--- config.mk ---
export PLATFORM = sky130hd
export DESIGN_NAME = char_lcd_write_sequencer_top
export DESIGN_NICKNAME = d
export VERILOG_FILES = /design/src/hdl/lcdws_pkg.sv /design/src/hdl/lcdws_front.sv /design/src/hdl/lcdws_queue.sv /design/src/hdl/lcdws_back.sv /design/src/hdl/char_lcd_write_sequencer_top.sv
export SDC_FILE = /design/constraint.sdc
export NUM_CORES = 1
export LEC_CHECK = 0
export BUFFER_PORTS_ARGS = -buffer_cell sky130_fd_sc_hd__buf_4
export CAP_MARGIN = 25
export CORE_ASPECT_RATIO = 0.7
export CORE_MARGIN = 1
export CORE_UTILIZATION = 40
export CTS_BUF_LIST = sky130_fd_sc_hd__clkbuf_4
export DETAILED_ROUTE_END_ITERATION = 6
export PLACE_DENSITY_LB_ADDON = 0.05
export SLEW_MARGIN = 20
export SYNTH_ARGS = -nofsm -noshare
export SYNTH_HDL_FRONTEND = slang
export SYNTH_SLANG_ARGS = --single-unit
--- constraint.sdc ---
create_clock -name clk_i -period 3.05 [get_ports clk_i]
set_input_delay 0.1525 -clock clk_i [delete_from_list [all_inputs] [get_ports clk_i]]
set_output_delay 0.1525 -clock clk_i [all_outputs]
set_load 0.02 [all_outputs]
--- src/hdl/lcdws_pkg.sv ---
// Shared types and constants for the character LCD write sequencer.
// No dependencies.
`timescale 1ns / 1ps

package lcdws_pkg;

  typedef enum logic [2:0] {
    ACT_INIT    = 3'd0,
    ACT_COMMAND = 3'd1,
    ACT_CHAR    = 3'd2,
    ACT_CURSOR  = 3'd3,
    ACT_CLEAR   = 3'd4
  } action_e;

  typedef enum logic [2:0] {
    REG_EIGHT_BIT    = 3'd0,
    REG_FUNCTION_SET = 3'd1,
    REG_DISPLAY_ON   = 3'd2,
    REG_ENTRY_MODE   = 3'd3,
    REG_CLEAR        = 3'd4
  } reg_e;

  typedef enum logic [1:0] {
    ST_IDLE,
    ST_POWER_WAIT,
    ST_SEND
  } state_e;

  typedef struct packed {
    logic       eight_bit_bus;
    logic [7:0] function_set_code;
    logic [7:0] display_on_code;
    logic [7:0] entry_mode_code;
    logic [7:0] clear_code;
  } cfg_t;

  typedef struct packed {
    logic       is_init;
    logic       rs;
    logic [7:0] value;
  } entry_t;

  localparam logic [15:0] HOLD_PULSE_HIGH = 16'd1000;
  localparam logic [15:0] HOLD_PULSE_LOW  = 16'd2000;
  localparam logic [15:0] HOLD_SETUP_LAST = 16'd2040;
  localparam logic [15:0] HOLD_CLEAR_LAST = 16'd4000;
  localparam logic [15:0] HOLD_POWER_WAIT = 16'd40000;

  localparam logic [7:0] ADDR_ROW0 = 8'h80;
  localparam logic [7:0] ADDR_ROW1 = 8'hC0;

  localparam logic [7:0] RST_FUNCTION_SET = 8'd40;
  localparam logic [7:0] RST_DISPLAY_ON   = 8'd12;
  localparam logic [7:0] RST_ENTRY_MODE   = 8'd6;
  localparam logic [7:0] RST_CLEAR        = 8'd1;

endpackage

--- src/hdl/lcdws_front.sv ---
// Front end: accepts requests; each known action becomes one queue entry.
// Depends on lcdws_pkg.
`timescale 1ns / 1ps

module lcdws_front (
  input  logic                  clk_i,
  input  logic                  rst_ni,
  input  lcdws_pkg::cfg_t       cfg_i,
  input  logic                  push_i,
  output logic                  full_o,
  input  logic [2:0]            action_i,
  input  logic [7:0]            byte_value_i,
  input  logic                  row_i,
  input  logic [4:0]            column_i,
  output logic                  q_push_o,
  output lcdws_pkg::entry_t     q_data_o,
  input  logic                  q_ready_i
);

  logic              valid_q;
  logic              valid_d;
  lcdws_pkg::entry_t entry_q;
  lcdws_pkg::entry_t entry_d;
  logic              act_ok;
  logic              accept;
  logic [7:0]        cursor_addr;

  assign full_o   = valid_q && !q_ready_i;
  assign accept   = push_i && !full_o;
  assign q_push_o = valid_q;
  assign q_data_o = entry_q;

  always_comb begin
    cursor_addr = row_i ? lcdws_pkg::ADDR_ROW1 : lcdws_pkg::ADDR_ROW0;
    if (!column_i[4]) begin
      cursor_addr[3:0] = column_i[3:0];
    end
  end

  always_comb begin
    act_ok          = 1'b1;
    entry_d.is_init = 1'b0;
    entry_d.rs      = 1'b0;
    entry_d.value   = byte_value_i;
    case (action_i)
      lcdws_pkg::ACT_INIT: begin
        entry_d.is_init = 1'b1;
        entry_d.value   = 8'd0;
      end
      lcdws_pkg::ACT_COMMAND: begin
        entry_d.value = byte_value_i;
      end
      lcdws_pkg::ACT_CHAR: begin
        entry_d.rs = 1'b1;
      end
      lcdws_pkg::ACT_CURSOR: begin
        entry_d.value = cursor_addr;
      end
      lcdws_pkg::ACT_CLEAR: begin
        entry_d.value = cfg_i.clear_code;
      end
      default: begin
        act_ok = 1'b0;
      end
    endcase
  end

  always_comb begin
    valid_d = valid_q;
    if (accept) begin
      valid_d = act_ok;
    end else if (valid_q && q_ready_i) begin
      valid_d = 1'b0;
    end
  end

  always_ff @(posedge clk_i or negedge rst_ni) begin
    if (!rst_ni) begin
      valid_q <= 1'b0;
    end else begin
      valid_q <= valid_d;
    end
  end

  always_ff @(posedge clk_i) begin
    if (accept) begin
      entry_q <= entry_d;
    end
  end

endmodule

--- src/hdl/lcdws_queue.sv ---
// Short queue of classified requests between the front and back ends.
// Depends on lcdws_pkg.
`timescale 1ns / 1ps

module lcdws_queue #(
  parameter int DEPTH = 4
) (
  input  logic              clk_i,
  input  logic              rst_ni,
  input  logic              push_i,
  input  lcdws_pkg::entry_t data_i,
  output logic              ready_o,
  input  logic              pop_i,
  output logic              valid_o,
  output lcdws_pkg::entry_t data_o
);

  localparam int AW = (DEPTH > 1) ? $clog2(DEPTH) : 1;
  localparam int CW = $clog2(DEPTH + 1);
  localparam logic [AW-1:0] LAST_PTR = AW'(DEPTH - 1);
  localparam logic [CW-1:0] FULL_CNT = CW'(DEPTH);

  lcdws_pkg::entry_t entries_q [DEPTH];
  logic [AW-1:0]     wr_ptr_q, wr_ptr_d;
  logic [AW-1:0]     rd_ptr_q, rd_ptr_d;
  logic [CW-1:0]     count_q, count_d;
  logic              do_push;
  logic              do_pop;

  assign ready_o = (count_q != FULL_CNT);
  assign valid_o = (count_q != '0);
  assign data_o  = entries_q[rd_ptr_q];
  assign do_push = push_i && ready_o;
  assign do_pop  = pop_i && valid_o;

  always_comb begin
    wr_ptr_d = wr_ptr_q;
    rd_ptr_d = rd_ptr_q;
    count_d  = count_q;
    if (do_push) begin
      wr_ptr_d = (wr_ptr_q == LAST_PTR) ? '0 : wr_ptr_q + 1'b1;
    end
    if (do_pop) begin
      rd_ptr_d = (rd_ptr_q == LAST_PTR) ? '0 : rd_ptr_q + 1'b1;
    end
    if (do_push && !do_pop) begin
      count_d = count_q + 1'b1;
    end else if (do_pop && !do_push) begin
      count_d = count_q - 1'b1;
    end
  end

  always_ff @(posedge clk_i or negedge rst_ni) begin
    if (!rst_ni) begin
      wr_ptr_q <= '0;
      rd_ptr_q <= '0;
      count_q  <= '0;
    end else begin
      wr_ptr_q <= wr_ptr_d;
      rd_ptr_q <= rd_ptr_d;
      count_q  <= count_d;
    end
  end

  always_ff @(posedge clk_i) begin
    if (do_push) begin
      entries_q[wr_ptr_q] <= data_i;
    end
  end

endmodule

--- src/hdl/lcdws_back.sv ---
// Back end: expands queued requests into pin steps in an output register,
// one per cycle while that register is empty or being popped. Depends on lcdws_pkg.
`timescale 1ns / 1ps

module lcdws_back (
  input  logic              clk_i,
  input  logic              rst_ni,
  input  lcdws_pkg::cfg_t   cfg_i,
  input  logic              q_valid_i,
  input  lcdws_pkg::entry_t q_data_i,
  output logic              q_pop_o,
  input  logic              pop_i,
  output logic              empty_o,
  output logic              register_select_o,
  output logic [7:0]        bus_value_o,
  output logic              enable_level_o,
  output logic [15:0]       hold_us_o,
  output logic              last_step_o
);

  lcdws_pkg::state_e state_q, state_d;
  lcdws_pkg::entry_t entry_q;
  logic [1:0]        sub_q, sub_d;
  logic [1:0]        byte_sel_q, byte_sel_d;
  logic              out_valid_q, out_valid_d;
  logic              out_free;
  logic              step_fire;
  logic              sub_last;
  logic              req_last;
  logic              done;
  logic [7:0]        init_code;
  logic [7:0]        byte_val;
  logic              st_rs;
  logic [7:0]        st_bus;
  logic              st_en;
  logic [15:0]       st_hold;
  logic              st_last;

  assign out_free  = !out_valid_q || pop_i;
  assign step_fire = (state_q != lcdws_pkg::ST_IDLE) && out_free;
  assign sub_last  = cfg_i.eight_bit_bus ? (sub_q == 2'd1) : (sub_q == 2'd3);
  assign req_last  = sub_last && (!entry_q.is_init || (byte_sel_q == 2'd3));
  assign done      = step_fire && (state_q == lcdws_pkg::ST_SEND) && req_last;
  assign q_pop_o   = q_valid_i && ((state_q == lcdws_pkg::ST_IDLE) || done);
  assign empty_o   = !out_valid_q;

  // Next state and step counters.
  always_comb begin
    state_d    = state_q;
    sub_d      = sub_q;
    byte_sel_d = byte_sel_q;
    if (q_pop_o) begin
      state_d    = q_data_i.is_init ? lcdws_pkg::ST_POWER_WAIT : lcdws_pkg::ST_SEND;
      sub_d      = 2'd0;
      byte_sel_d = 2'd0;
    end else if (done) begin
      state_d = lcdws_pkg::ST_IDLE;
    end else if (step_fire && (state_q == lcdws_pkg::ST_POWER_WAIT)) begin
      state_d    = lcdws_pkg::ST_SEND;
      sub_d      = 2'd0;
      byte_sel_d = 2'd0;
    end else if (step_fire) begin
      if (sub_last) begin
        sub_d      = 2'd0;
        byte_sel_d = byte_sel_q + 2'd1;
      end else begin
        sub_d = sub_q + 2'd1;
      end
    end
  end

  // Pin levels of the current step.
  always_comb begin
    case (byte_sel_q)
      2'd0:    init_code = cfg_i.function_set_code;
      2'd1:    init_code = cfg_i.display_on_code;
      2'd2:    init_code = cfg_i.entry_mode_code;
      default: init_code = cfg_i.clear_code;
    endcase
    byte_val = entry_q.is_init ? init_code : entry_q.value;
    st_rs    = entry_q.rs;
    st_en    = !sub_q[0];
    if (cfg_i.eight_bit_bus) begin
      st_bus = byte_val;
    end else if (sub_q[1]) begin
      st_bus = {byte_val[3:0], 4'b0000};
    end else begin
      st_bus = {byte_val[7:4], 4'b0000};
    end
    if (st_en) begin
      st_hold = lcdws_pkg::HOLD_PULSE_HIGH;
    end else if (sub_last && entry_q.is_init) begin
      st_hold = (byte_sel_q == 2'd3) ? lcdws_pkg::HOLD_CLEAR_LAST
                                     : lcdws_pkg::HOLD_SETUP_LAST;
    end else begin
      st_hold = lcdws_pkg::HOLD_PULSE_LOW;
    end
    st_last = req_last;
    case (state_q)
      lcdws_pkg::ST_POWER_WAIT: begin
        st_rs   = 1'b0;
        st_bus  = 8'd0;
        st_en   = 1'b0;
        st_hold = lcdws_pkg::HOLD_POWER_WAIT;
        st_last = 1'b0;
      end
      default: begin
      end
    endcase
  end

  always_comb begin
    out_valid_d = out_valid_q;
    if (step_fire) begin
      out_valid_d = 1'b1;
    end else if (pop_i) begin
      out_valid_d = 1'b0;
    end
  end

  always_ff @(posedge clk_i or negedge rst_ni) begin
    if (!rst_ni) begin
      state_q     <= lcdws_pkg::ST_IDLE;
      sub_q       <= 2'd0;
      byte_sel_q  <= 2'd0;
      out_valid_q <= 1'b0;
    end else begin
      state_q     <= state_d;
      sub_q       <= sub_d;
      byte_sel_q  <= byte_sel_d;
      out_valid_q <= out_valid_d;
    end
  end

  always_ff @(posedge clk_i) begin
    if (q_pop_o) begin
      entry_q <= q_data_i;
    end
    if (step_fire) begin
      register_select_o <= st_rs;
      bus_value_o       <= st_bus;
      enable_level_o    <= st_en;
      hold_us_o         <= st_hold;
      last_step_o       <= st_last;
    end
  end

endmodule

--- src/hdl/char_lcd_write_sequencer_top.sv ---
// Top level of the character LCD write sequencer: configuration registers,
// front end, request queue and step generator. Depends on lcdws_pkg.
// Request path: front-end register, queue, state register, output register.
// Throughput: one pin step per cycle while the output register is empty or
// popped; the queue takes one request a cycle while it is not full.
// Reset: asynchronous active low; queue and front-end register empty, configuration registers at their defaults.
`timescale 1ns / 1ps

module char_lcd_write_sequencer_top #(
  parameter int QUEUE_DEPTH = 4
) (
  input  logic        clk_i,
  input  logic        rst_ni,
  input  logic        push,
  output logic        full,
  input  logic [2:0]  action_i,
  input  logic [7:0]  byte_value_i,
  input  logic        row_i,
  input  logic [4:0]  column_i,
  output logic        empty,
  input  logic        pop,
  output logic        register_select_o,
  output logic [7:0]  bus_value_o,
  output logic        enable_level_o,
  output logic [15:0] hold_us_o,
  output logic        last_step_o,
  input  logic        cfg_valid_i,
  output logic        cfg_ready_o,
  input  logic [2:0]  cfg_index_i,
  input  logic [7:0]  cfg_data_i
);

  lcdws_pkg::cfg_t   cfg_q;
  lcdws_pkg::entry_t fq_data;
  lcdws_pkg::entry_t qb_data;
  logic              fq_push;
  logic              fq_ready;
  logic              qb_valid;
  logic              qb_pop;

  assign cfg_ready_o = 1'b1;

  always_ff @(posedge clk_i or negedge rst_ni) begin
    if (!rst_ni) begin
      cfg_q.eight_bit_bus     <= 1'b0;
      cfg_q.function_set_code <= lcdws_pkg::RST_FUNCTION_SET;
      cfg_q.display_on_code   <= lcdws_pkg::RST_DISPLAY_ON;
      cfg_q.entry_mode_code   <= lcdws_pkg::RST_ENTRY_MODE;
      cfg_q.clear_code        <= lcdws_pkg::RST_CLEAR;
    end else if (cfg_valid_i) begin
      case (cfg_index_i)
        lcdws_pkg::REG_EIGHT_BIT:    cfg_q.eight_bit_bus     <= cfg_data_i[0];
        lcdws_pkg::REG_FUNCTION_SET: cfg_q.function_set_code <= cfg_data_i;
        lcdws_pkg::REG_DISPLAY_ON:   cfg_q.display_on_code   <= cfg_data_i;
        lcdws_pkg::REG_ENTRY_MODE:   cfg_q.entry_mode_code   <= cfg_data_i;
        lcdws_pkg::REG_CLEAR:        cfg_q.clear_code        <= cfg_data_i;
        default: begin
        end
      endcase
    end
  end

  lcdws_front u_front (
    .clk_i        (clk_i),
    .rst_ni       (rst_ni),
    .cfg_i        (cfg_q),
    .push_i       (push),
    .full_o       (full),
    .action_i     (action_i),
    .byte_value_i (byte_value_i),
    .row_i        (row_i),
    .column_i     (column_i),
    .q_push_o     (fq_push),
    .q_data_o     (fq_data),
    .q_ready_i    (fq_ready)
  );

  lcdws_queue #(
    .DEPTH (QUEUE_DEPTH)
  ) u_queue (
    .clk_i   (clk_i),
    .rst_ni  (rst_ni),
    .push_i  (fq_push),
    .data_i  (fq_data),
    .ready_o (fq_ready),
    .pop_i   (qb_pop),
    .valid_o (qb_valid),
    .data_o  (qb_data)
  );

  lcdws_back u_back (
    .clk_i             (clk_i),
    .rst_ni            (rst_ni),
    .cfg_i             (cfg_q),
    .q_valid_i         (qb_valid),
    .q_data_i          (qb_data),
    .q_pop_o           (qb_pop),
    .pop_i             (pop),
    .empty_o           (empty),
    .register_select_o (register_select_o),
    .bus_value_o       (bus_value_o),
    .enable_level_o    (enable_level_o),
    .hold_us_o         (hold_us_o),
    .last_step_o       (last_step_o)
  );

endmodule

==> summary.txt <==
Status
  – Status: finished, final reports clean

Floorplanning
  – Chip Height: 99.9 µm
  – CORE AREA: 13300 µm²
  – Die ar.: 14200 µm²
  – Site Rows: 35
  – Die W: 142 µm
  – Starting density of the core: 0.413
  – IO Count: 63

Synthesis
  – Ys Warns: 0
  – Mapped Area: 5480 µm²
  – Main combinational cell family by area after synthesis: multiplexers
  – Count of cell types in the netlist: 55
  – Post-synth EDFFs: 79
  – Synth area leader: edfxtp_1
  – Mapped Cells: 364
  – Main synth FF type: edfxtp_1
  – Synth top area share: 0.433
  – Post-synthesis compound-gate area fraction: 0.0817
  – Adder-Cell Fraction of Synth Area: 0.0288
  – Mapped Avg Cell Area: 15.1 µm²
  – Asr flop ratio synth: 0.378
  – Top post-synthesis cells by area: edfxtp_1 (43%), dfrtp_1 (19%), mux2_2 (7.2%)
  – Xor-xnor portion of the synthesized cell area: 0.00776
  – Top cells by count, synth: edfxtp_1 (79), dfrtp_1 (41), mux2_2 (35)
  – Simple-gate share of the synthesized area: 0.0721
  – Most common cell in the synthesized netlist: edfxtp_1
  – Seq/Total Area, Yosys: 0.654
  – Register bit total from synthesis: 127
  – Mux contribution to synthesized area: 0.122

Timing
  – Tmin final: 2.54 ns
  – Max Clock Skew: 0.0157 ns
  – Hold WS: 0.0635 ns
  – Final worst slack: 0.506 ns
  – Final slew viol count: 0
  – Final Hold Viols: 0
  – Fmax: 393 MHz
  – RSZ-0062 raised after global routing: no
  – Tcrit/Tclk final: 0.834
  – # setup viols final: 0
  – Final TNS setup: 0 ns
  – Max-Slew Margin vs Limit: 0.387
  – Worst-margin pin slew: 0.914 ns

Clock network
  – Clock root cell: clkbuf_4
  – Clock Path Buffers: 2
  – Clk sinks: 127
  – Worst-Skew Late Latency: 0.50 ns
  – CTS buffer count: 17
  – CTS tree: yes
  – H-tree levels: 4
  – CTS clk-pin slew, worst paths: 0.11 ns

Worst setup path
  – Crit Path Max Fanout: 6
  – Max incr delay on CP: 0.46 ns
  – FF-to-FF End: u_queue.count_q[2]
  – Critical Path RT: 3.49 ns
  – R2R Setup Slk: 0.51 ns
  – Kind of cell adding the most delay to the critical path: adder cells
  – CP max stage cell: dfrtp_1
  – Endpoint type of the worst setup path: flop
  – CP cell instances: ha_1 -> nand2b_1 -> a41oi_4 -> nor3_4 -> inv_2 -> ha_1 -> inv_1 -> fa_1 -> xor2_1 -> nor2_1 -> xor2_1
  – FF-to-FF Start: u_back.byte_sel_q[0]
  – Worst Path Buf+Inv: 2
  – WP data arrival: 2.98 ns
  – Startpoint Class: flop
  – Reg2Reg Depth: 11
  – CP Class: flop to flop

Placed design
  – GP Congestion: 0.732
  – Hpwl dp: 7.91 mm
  – Dpl cells: 591
  – DP Worst Slack: 0.557 ns
  – Port Buf Inserts: 56

Route
  – First DRT Iteration DRCs: 216
  – DRC violations left: 0
  – Via Count: 3266
  – Antenna viol nets, final: 0
  – Routed WL per cell: 17.6 µm
  – Final WL: 11.5 mm
  – Vias per cell: 5.01
  – First-pass iteration count of the detailed router: 4

Min path
  – Hold crit path type: input pin to flop
  – Worst Hold End: cfg_q[32]
  – Hold Path Stages: 3
  – Hold path startpoint: cfg_index_i[0]

Layout
  – Final Non-Filler Cells: 652
  – NumNets Final: 499
  – ANT cells: 0
  – Share of layout cells above drive strength 1: 0.323
  – Area growth syn-to-layout: 21.1%

GRT
  – First-pass GRT wire length: 18.1 mm
  – Largest net degree at the start of global routing: 49
  – Gr usage total: 0.177
  – Vias in the first global route: 3312
  – Initial antenna violation count: 0
  – Overflow after GRT: 0

Pwr
  – Maximum vdd drop: 327 µV
  – Pwr Total: 5.19 mW
  – Leakage power: 2.61 nW
  – PwrDens: 783 nW/µm²

Run
  – Max Cap Violations: 0
## report_power, final
part	switching (mW)	internal, mW
Sequential	0.293	2.30
Clock	0.606	0.577
Combinational	0.738	0.678
Total	1.64	3.56
## state kept, by name, indices dropped and copies added, names as in the netlist, 2 cells and up
signal	cells
u_queue.entries_q	40
cfg_q	33
u_back.entry_q	10
u_front.q_data_o	10
u_back.bus_value_o	8
u_back.hold_us_o	8
u_queue.count_q	3
u_back.byte_sel_q	2
u_back.state_q	2
u_back.sub_q	2
u_queue.rd_ptr_q	2
u_queue.wr_ptr_q	2
## repair_timing
action / in CTS / in global routing
setup buffers: 0 / 0
endpoints found under the hold margin: 86 / 0
hold buffers: 29 / 0
resized for setup: 0 / 0
## metal layers
metal  vias to the layer above  wire length (µm)  global-route usage
li1                       1540                 -                   -
met1                      1637              5610               0.251
met2                        73              5200               0.272
met3                        16               488              0.0391
met4                         0               149              0.0596
met5                         -                 0                   0
## how the worst max path moves through the flow
stage                         startpoint            endpoint  slack [ns]  cells past startpoint
floorplan           u_back.byte_sel_q[0]  u_queue.count_q[1]        0.48                      9
global placement    u_back.byte_sel_q[0]  u_queue.count_q[2]        0.63                     11
detailed placement  u_back.byte_sel_q[0]  u_queue.count_q[2]        0.56                     11
CTS                 u_back.byte_sel_q[0]  u_queue.count_q[2]        0.49                     11
global route        u_back.byte_sel_q[0]  u_queue.count_q[2]        0.34                     11
finish              u_back.byte_sel_q[0]  u_queue.count_q[2]        0.51                     11
## worst reg2reg max path: cells and delay by family, from the launching register on
kind | cells | cell delay [ns]
buf+inv | 2 | 0.20
compound gates | 1 | 0.28
simple gates | 3 | 0.42
flops | 1 | 0.46
xor+xnor | 2 | 0.29
fa+ha+maj | 3 | 0.83
## logic make-up after synthesis
family                   after synthesis
AND/OR/NAND/NOR                       74
buffers and inverters                 37
flip-flops                           127
other                                  2
XOR/XNOR                               4
adder cells (fa/ha/maj)               12
AO/OA/AOI/OAI                         58
multiplexers                          50
## cells in the final DEF (no fill, tap or decap), types with 5 or more instances in the layout
| master | n |
|---|---|
| ha_1 | 11 |
| buf_4 | 61 |
| nand2_1 | 23 |
| o21ai_0 | 13 |
| a222oi_1 | 12 |
| nor2b_1 | 9 |
| mux2_2 | 35 |
| clkbuf_4 | 19 |
| nor2_1 | 11 |
| conb_1 | 6 |
| dlygate4sd3_1 | 29 |
| and2_1 | 6 |
| inv_1 | 13 |
| edfxtp_1 | 79 |
| dfrtp_1 | 41 |
| a21oi_1 | 7 |
| mux2i_1 | 5 |
| mux4_2 | 10 |
| dfstp_2 | 7 |
## per-stage QoR
step	instance area, µm²	util
2_1_floorplan	5500	-
3_3_place_gp	6060	0.457
3_5_place_dp	6060	0.457
4_1_cts	6640	0.500
5_1_grt	6640	0.500
6_report	6640	0.500
## layout make-up
cell class | instances | area (µm²)
multi-input cells | 204 | 1740
repair buffers | 90 | 748
clock buffers | 19 | 143
clock inverters | 13 | 143
inverters | 14 | 52.6
well taps | 185 | 231
fillers | 1190 | 6630
flip-flops and latches | 127 | 3580
(Power assumes the default switching activity.)
